$ cat src/hdl/szbo_pkg.sv
package szbo_pkg;

	// Default screen width in columns.
	localparam int SCREEN_WIDTH_DEF = 1024;

	// Field widths.
	localparam int COL_W   = 12;
	localparam int DEPTH_W = 32;
	localparam int LEFT_W  = 16;
	localparam int WID_W   = 14;
	localparam int TEXW_W  = 12;
	localparam int PROD_W  = WID_W + TEXW_W;
	localparam int DCNT_W  = 4;

	// Request command codes.
	localparam logic CMD_STORE = 1'b0;
	localparam logic CMD_QUERY = 1'b1;

	// Controller to datapath commands.
	typedef struct packed {
		logic load;     // latch query fields
		logic store;    // write one column depth
		logic setup;    // compute scan range, clear span state
		logic scan;     // read one column, advance
		logic mul;      // load product into divider
		logic sel_end;  // 0: start column, 1: end column
		logic div_step; // one quotient bit
	} dp_cmd_t;

	// Datapath to controller status.
	typedef struct packed {
		logic empty;     // no on-screen column
		logic scan_last; // last column being read
		logic found;     // some column visible
		logic div_done;  // last quotient bit this cycle
	} dp_sts_t;

endpackage

$ cat src/hdl/szbo_ctrl.sv
module szbo_ctrl (
	input  logic              clk,
	input  logic              arst_n,
	input  logic              req_valid,
	input  logic              req_command,
	output logic              req_ready,
	output logic              rsp_valid,
	input  logic              rsp_ready,
	output szbo_pkg::dp_cmd_t cmd,
	input  szbo_pkg::dp_sts_t sts
);

	typedef enum logic [8:0] {
		ST_IDLE  = 9'b000000001,
		ST_SETUP = 9'b000000010,
		ST_SCAN  = 9'b000000100,
		ST_DRAIN = 9'b000001000,
		ST_MUL0  = 9'b000010000,
		ST_DIV0  = 9'b000100000,
		ST_MUL1  = 9'b001000000,
		ST_DIV1  = 9'b010000000,
		ST_OUT   = 9'b100000000
	} state_t;

	state_t state_q, state_nx;
	logic   req_acc;

	assign req_ready = (state_q == ST_IDLE);
	assign rsp_valid = (state_q == ST_OUT);
	assign req_acc   = req_valid && req_ready;

	// Next state
	always_comb begin
		state_nx = state_q;
		case (state_q)
			ST_IDLE: begin
				if (req_acc && req_command == szbo_pkg::CMD_QUERY) state_nx = ST_SETUP;
			end
			ST_SETUP: begin
				state_nx = sts.empty ? ST_OUT : ST_SCAN;
			end
			ST_SCAN: begin
				if (sts.scan_last) state_nx = ST_DRAIN;
			end
			ST_DRAIN: begin
				state_nx = sts.found ? ST_MUL0 : ST_OUT;
			end
			ST_MUL0: state_nx = ST_DIV0;
			ST_DIV0: begin
				if (sts.div_done) state_nx = ST_MUL1;
			end
			ST_MUL1: state_nx = ST_DIV1;
			ST_DIV1: begin
				if (sts.div_done) state_nx = ST_OUT;
			end
			ST_OUT: begin
				if (rsp_ready) state_nx = ST_IDLE;
			end
			default: state_nx = ST_IDLE;
		endcase
	end

	always_ff @(posedge clk or negedge arst_n) begin
		if (!arst_n) state_q <= ST_IDLE;
		else         state_q <= state_nx;
	end

	// Datapath commands
	always_comb begin
		cmd          = '0;
		cmd.load     = req_acc && req_command == szbo_pkg::CMD_QUERY;
		cmd.store    = req_acc && req_command == szbo_pkg::CMD_STORE;
		cmd.setup    = (state_q == ST_SETUP);
		cmd.scan     = (state_q == ST_SCAN);
		cmd.mul      = (state_q == ST_MUL0) || (state_q == ST_MUL1);
		cmd.sel_end  = (state_q == ST_MUL1) || (state_q == ST_DIV1);
		cmd.div_step = (state_q == ST_DIV0) || (state_q == ST_DIV1);
	end

endmodule

$ cat config.mk
export PLATFORM = sky130hd
export DESIGN_NAME = szbo_ctrl
export DESIGN_NICKNAME = d
export VERILOG_FILES = /design/src/hdl/szbo_pkg.sv /design/src/hdl/szbo_ctrl.sv
export SDC_FILE = /design/constraint.sdc
export NUM_CORES = 1
export LEC_CHECK = 0
export BUFFER_PORTS_ARGS = -buffer_cell sky130_fd_sc_hd__buf_2
export CORE_UTILIZATION = 40
export DETAILED_ROUTE_END_ITERATION = 8
export SKIP_LAST_GASP = 1
export SLEW_MARGIN = 5
export SYNTH_ARGS = -nofsm -noshare
export SYNTH_HDL_FRONTEND = slang
export SYNTH_SLANG_ARGS = --single-unit
$ cat constraint.sdc
create_clock -name clk -period 1.8 [get_ports clk]
set_input_delay 0.18 -clock clk [delete_from_list [all_inputs] [get_ports clk]]
set_output_delay 0.18 -clock clk [all_outputs]
set_load 0.05 [all_outputs]
# ---- Yosys cells after proc, flatten, opt, wreduce, memory -nomap -nowiden
# Index checks and enable logic that the tools add are counted.
dict set report op_classes {
  n_eq_ne 14
  mux 8
  bitwise 1
  n_reduce_logical 7
}
# operator n
set ops {}
lappend ops {{$pmux W9 S9} 1}
lappend ops {{$mux W9} 7}
lappend ops {{$eq A9 B1 Y1 const B} 1}
lappend ops {{$eq A9 B2 Y1 const B} 1}
lappend ops {{$eq A9 B3 Y1 const B} 1}
lappend ops {{$eq A9 B4 Y1 const B} 1}
lappend ops {{$eq A9 B5 Y1 const B} 1}
lappend ops {{$eq A9 B6 Y1 const B} 1}
lappend ops {{$eq A9 B7 Y1 const B} 1}
lappend ops {{$eq A9 B8 Y1 const B} 1}
lappend ops {{$eq A9 B9 Y1 const B} 1}
lappend ops {{$ne A2 B1 Y1 const B} 3}
lappend ops {{$reduce_and A5 Y1} 1}
lappend ops {{$ne A2 B2 Y1 const B} 2}
lappend ops {{$logic_and A1 B1 Y1} 3}
lappend ops {{$logic_or A1 B1 Y1} 3}
lappend ops {{$not A1 Y1} 1}
dict set report word_totals {
  ff_bits 9
  in_bits 9
  out_inout_bits 9
}

# ---- Longest topological paths before layout
dict set report logic_depth {
  word_depth 5
  depth_mapped 6
}

# ---- Worst setup path after synthesis
# OpenSTA, ideal clock, no wires.
dict set report synth_timing {
  kind {reg-to-output}
  start {register state_q[0]}
  end {output cmd[5] (netlist bit)}
  t_arrival_ns 1.837
  required_time_ns 1.620
  path_slack_ns -0.217
  stages_incl_launch_ff 5
  n_path_buf 0
  path_cell_list {dfstp_2 nor2b_1 and4_4 nand2_1 nor2_1}
}
# item line
set synth_lines {}
lappend synth_lines {{from (decl)} szbo_ctrl.sv:25} ;# state_t state_q, state_nx;
lappend synth_lines {{from (signal assigned)} szbo_ctrl.sv:65} ;# else state_q <= state_nx;
lappend synth_lines {{to (decl)} szbo_ctrl.sv:9} ;# output szbo_pkg::dp_cmd_t cmd,

==> results.json <==
{
  "status": "finished with violations",
  "violations": "design-rule violations, negative setup slack",
  "htreeDepth": 1,
  "yosys.area.top_type": "dfrtp_1",
  "synth_area_um2": 694,
  "grt_pass1_vias": 606,
  "vias": 680,
  "holdPathStages": 2,
  "rows": 14,
  "synth-main-ff-cell": "dfrtp_1",
  "finalSetupViolations": 1,
  "swShare": 0.434,
  "crit_fanout": 5,
  "finalMaxSlewViolations": 0,
  "first_pass_iters": 6,
  "power_density_nw_per_um2": 912,
  "cts_tree": "done",
  "worst_ir_drop_vdd_v": 0.000648,
  "overflow": 0,
  "power.leakage_nw": 0.483,
  "finClkSkew_ns": 0.00558,
  "largest_register_ffs": 9,
  "grt_max_degree": 10,
  "finalCritPeriodShare": 1.00,
  "max_freq_ghz": 0.554,
  "cp.depth": 4,
  "cp_cell_sequence": "nor2_1 -> and4_4 -> and3_1 -> buf_6",
  "combPwrFrac": 0.543,
  "syn-instance-count": 75,
  "dp_hpwl_um": 1190,
  "ff2ff_path_depth": 7,
  "synthDistinctLibCells": 35,
  "clockBufferDepth": 2,
  "reg_top3": "state_q x9",
  "yosysMostFrequentCell": "nor2_1",
  "arrival_ns": 1.63,
  "avgSynthCellArea_um2": 9.26,
  "power_mw": 0.891,
  "vias_per_cell": 5.44,
  "cp_top_family": "simple AND/OR/NAND/NOR gates",
  "clk_latency_ns": 0.27,
  "synth_top_area_frac": 0.288,
  "clock-sinks": 9,
  "diodes": 0,
  "start_util": 0.445,
  "power_switching_mw": 0.387,
  "worst-slew-pin-transition_ns": 0.349,
  "critical_path_class": "register to output port",
  "grt_pass1_wl_um": 2750,
  "antenna_found_initial": 0,
  "numPortBuffers": 17,
  "timing.final.ws_setup_ns": -0.00577,
  "layout.nets": 119,
  "synth_area_leaders": "dfrtp_1 (29%), nor2_1 (5.4%), nor3_4 (4.7%)",
  "synth_seq_area_share": 0.326,
  "die_y_um": 43.7,
  "drc": 1,
  "grt_usage": 0.204,
  "place.gp.congestion": 0.820,
  "synth_seq_cells": 9,
  "critPathBufInv": 1,
  "fillers": 143,
  "top_register": "state_q",
  "rsz0062_at_grt": "true",
  "crit_slowest_cell": "dfrtp_1",
  "drt_iter0_markers": 4,
  "p_int_mw": 0.504,
  "routed_wl_um": 1730,
  "fin_util": 0.627,
  "dieArea_um2": 1910,
  "wl_per_cell_um": 13.8,
  "layout-drive-gt1-share": 0.505,
  "pwr-share-clk": 0.183,
  "max_slew_margin": 0.765,
  "max_stage_delay_ns": 0.39,
  "critPathCaptureType": "output port",
  "setup_tns_ns": -0.00577,
  "area_growth_pct": 40.7,
  "ios": 18,
  "setup.worst_path.start_class": "register",
  "cts_root_buf": "clkbuf_4",
  "min_path_type": "primary input to register",
  "maxCapViolations": 0,
  "die_w_um": 43.7,
  "period_needed_ns": 1.81,
  "synthArstFlopShare": 1.00,
  "synth_nets": 84,
  "crit_required_ns": 1.62,
  "synth_enable_flop_cells": 0,
  "core_um2": 1560,
  "seqPwrFrac": 0.274,
  "final_hold_viol_count": 0,
  "clkTransAtPathRegs_ns": 0.06,
  "detail-route-antenna-nets": 0,
  "synthTopCellsByCount": "nor2_1 (10), dfrtp_1 (8), nand2_1 (6)",
  "ys_warn_count": 0,
  "cts_buffers": 3
}
==> layout by cell type (no fill, tap or decap), drive strengths merged, types with 2 or more instances in the layout <==
master / netlist / layout
dfrtp: 8 / 8
clkbuf: 0 / 5
nor2b: 2 / 2
nor3b: 3 / 3
buf: 4 / 31
mux2i: 2 / 2
o22ai: 2 / 2
and4: 2 / 2
inv: 4 / 4
nor3: 8 / 8
and3: 3 / 3
nor2: 10 / 10
o21ai: 2 / 2
nand3: 3 / 3
nand2: 7 / 7
xnor2: 2 / 2
==> worst paths after layout <==
check                            from          to  slack (ns)
setup / recovery           state_q[2]      cmd[6]      -0.006
hold / removal                 sts[3]  state_q[2]         0.1
setup reg to reg           state_q[6]  state_q[2]        0.11
hold reg to reg            state_q[7]  state_q[7]        0.67
max in group asynchronous      arst_n  state_q[0]        1.26
min in group asynchronous      arst_n  state_q[6]        0.29
==> logic make-up (layout without fill, tap and decap cells) <==
| family | after synthesis | after routing | synth area share |
|---|---|---|---|
| compound gates | 10 | 10 | 0.119 |
| flops | 9 | 9 | 0.326 |
| simple gates | 43 | 43 | 0.413 |
| buf+inv | 8 | 42 | 0.0757 |
| xor+xnor | 3 | 3 | 0.0378 |
| mux | 2 | 2 | 0.0288 |
==> through the flow <==
stage	cell area (um^2)	worst slack, ns	std cells	hold WS (ns)
3_5_place_dp	816	0.155	110	0.0485
6_report	977	-0.00577	125	0.0983
2_1_floorplan	703	-0.00364	75	-0.116
5_1_grt	977	-0.0727	125	0.111
3_3_place_gp	816	0.163	110	0.0459
4_1_cts	940	0.000211	123	0.0944
==> timing repair <==
action | CTS | global route
setup buffers | 8 | 2
hold buffers | 1 | 0
hold endpoints to repair | 9 | 0
pin swaps | 4 | 5
endpoints found under the setup margin | 6 | 11
resized for setup | 10 | 8
==> routing by layer <==
metal  wire length [um]  up-vias  global-route usage  share of wire
li1                   -      339                   -              -
met1                811      315               0.255           0.47
met2                806       24               0.331           0.47
met3                 95        2              0.0750          0.055
met4                 17        0              0.0563         0.0098
met5                  0        -                   0              0
==> worst register-to-register path: stages (launching register included) <==
cell	delay, ns
dfrtp_1	0.40
or3_4	0.42
nor3_4	0.15
nand3_2	0.14
buf_6	0.13
buf_4	0.12
buf_4	0.13
o22ai_2	0.12
==> final cells by class <==
cell class                 instances  area (um^2)  area share
multi-input combinational         58          427       0.437
timing repair buffer              34          259       0.265
sequential                         9          229       0.234
clock buffer                       3         22.5      0.0230
tap                               16         20.0      0.0205
inverter                           4         15.0      0.0154
clock inverter                     1         5.00     0.00512
==> power by group through the flow <==
| stage | clock [mW] | sequential [mW] | combinational [mW] |
|---|---|---|---|
| floorplan | 0 | 0.261 | 0.303 |
| global placement | 0 | 0.263 | 0.390 |
| detailed placement | 0 | 0.263 | 0.390 |
| CTS | 0.169 | 0.243 | 0.481 |
| global route | 0.183 | 0.247 | 0.514 |
| finish | 0.163 | 0.244 | 0.484 |
Note: power is estimated with default switching activity, not from simulation.
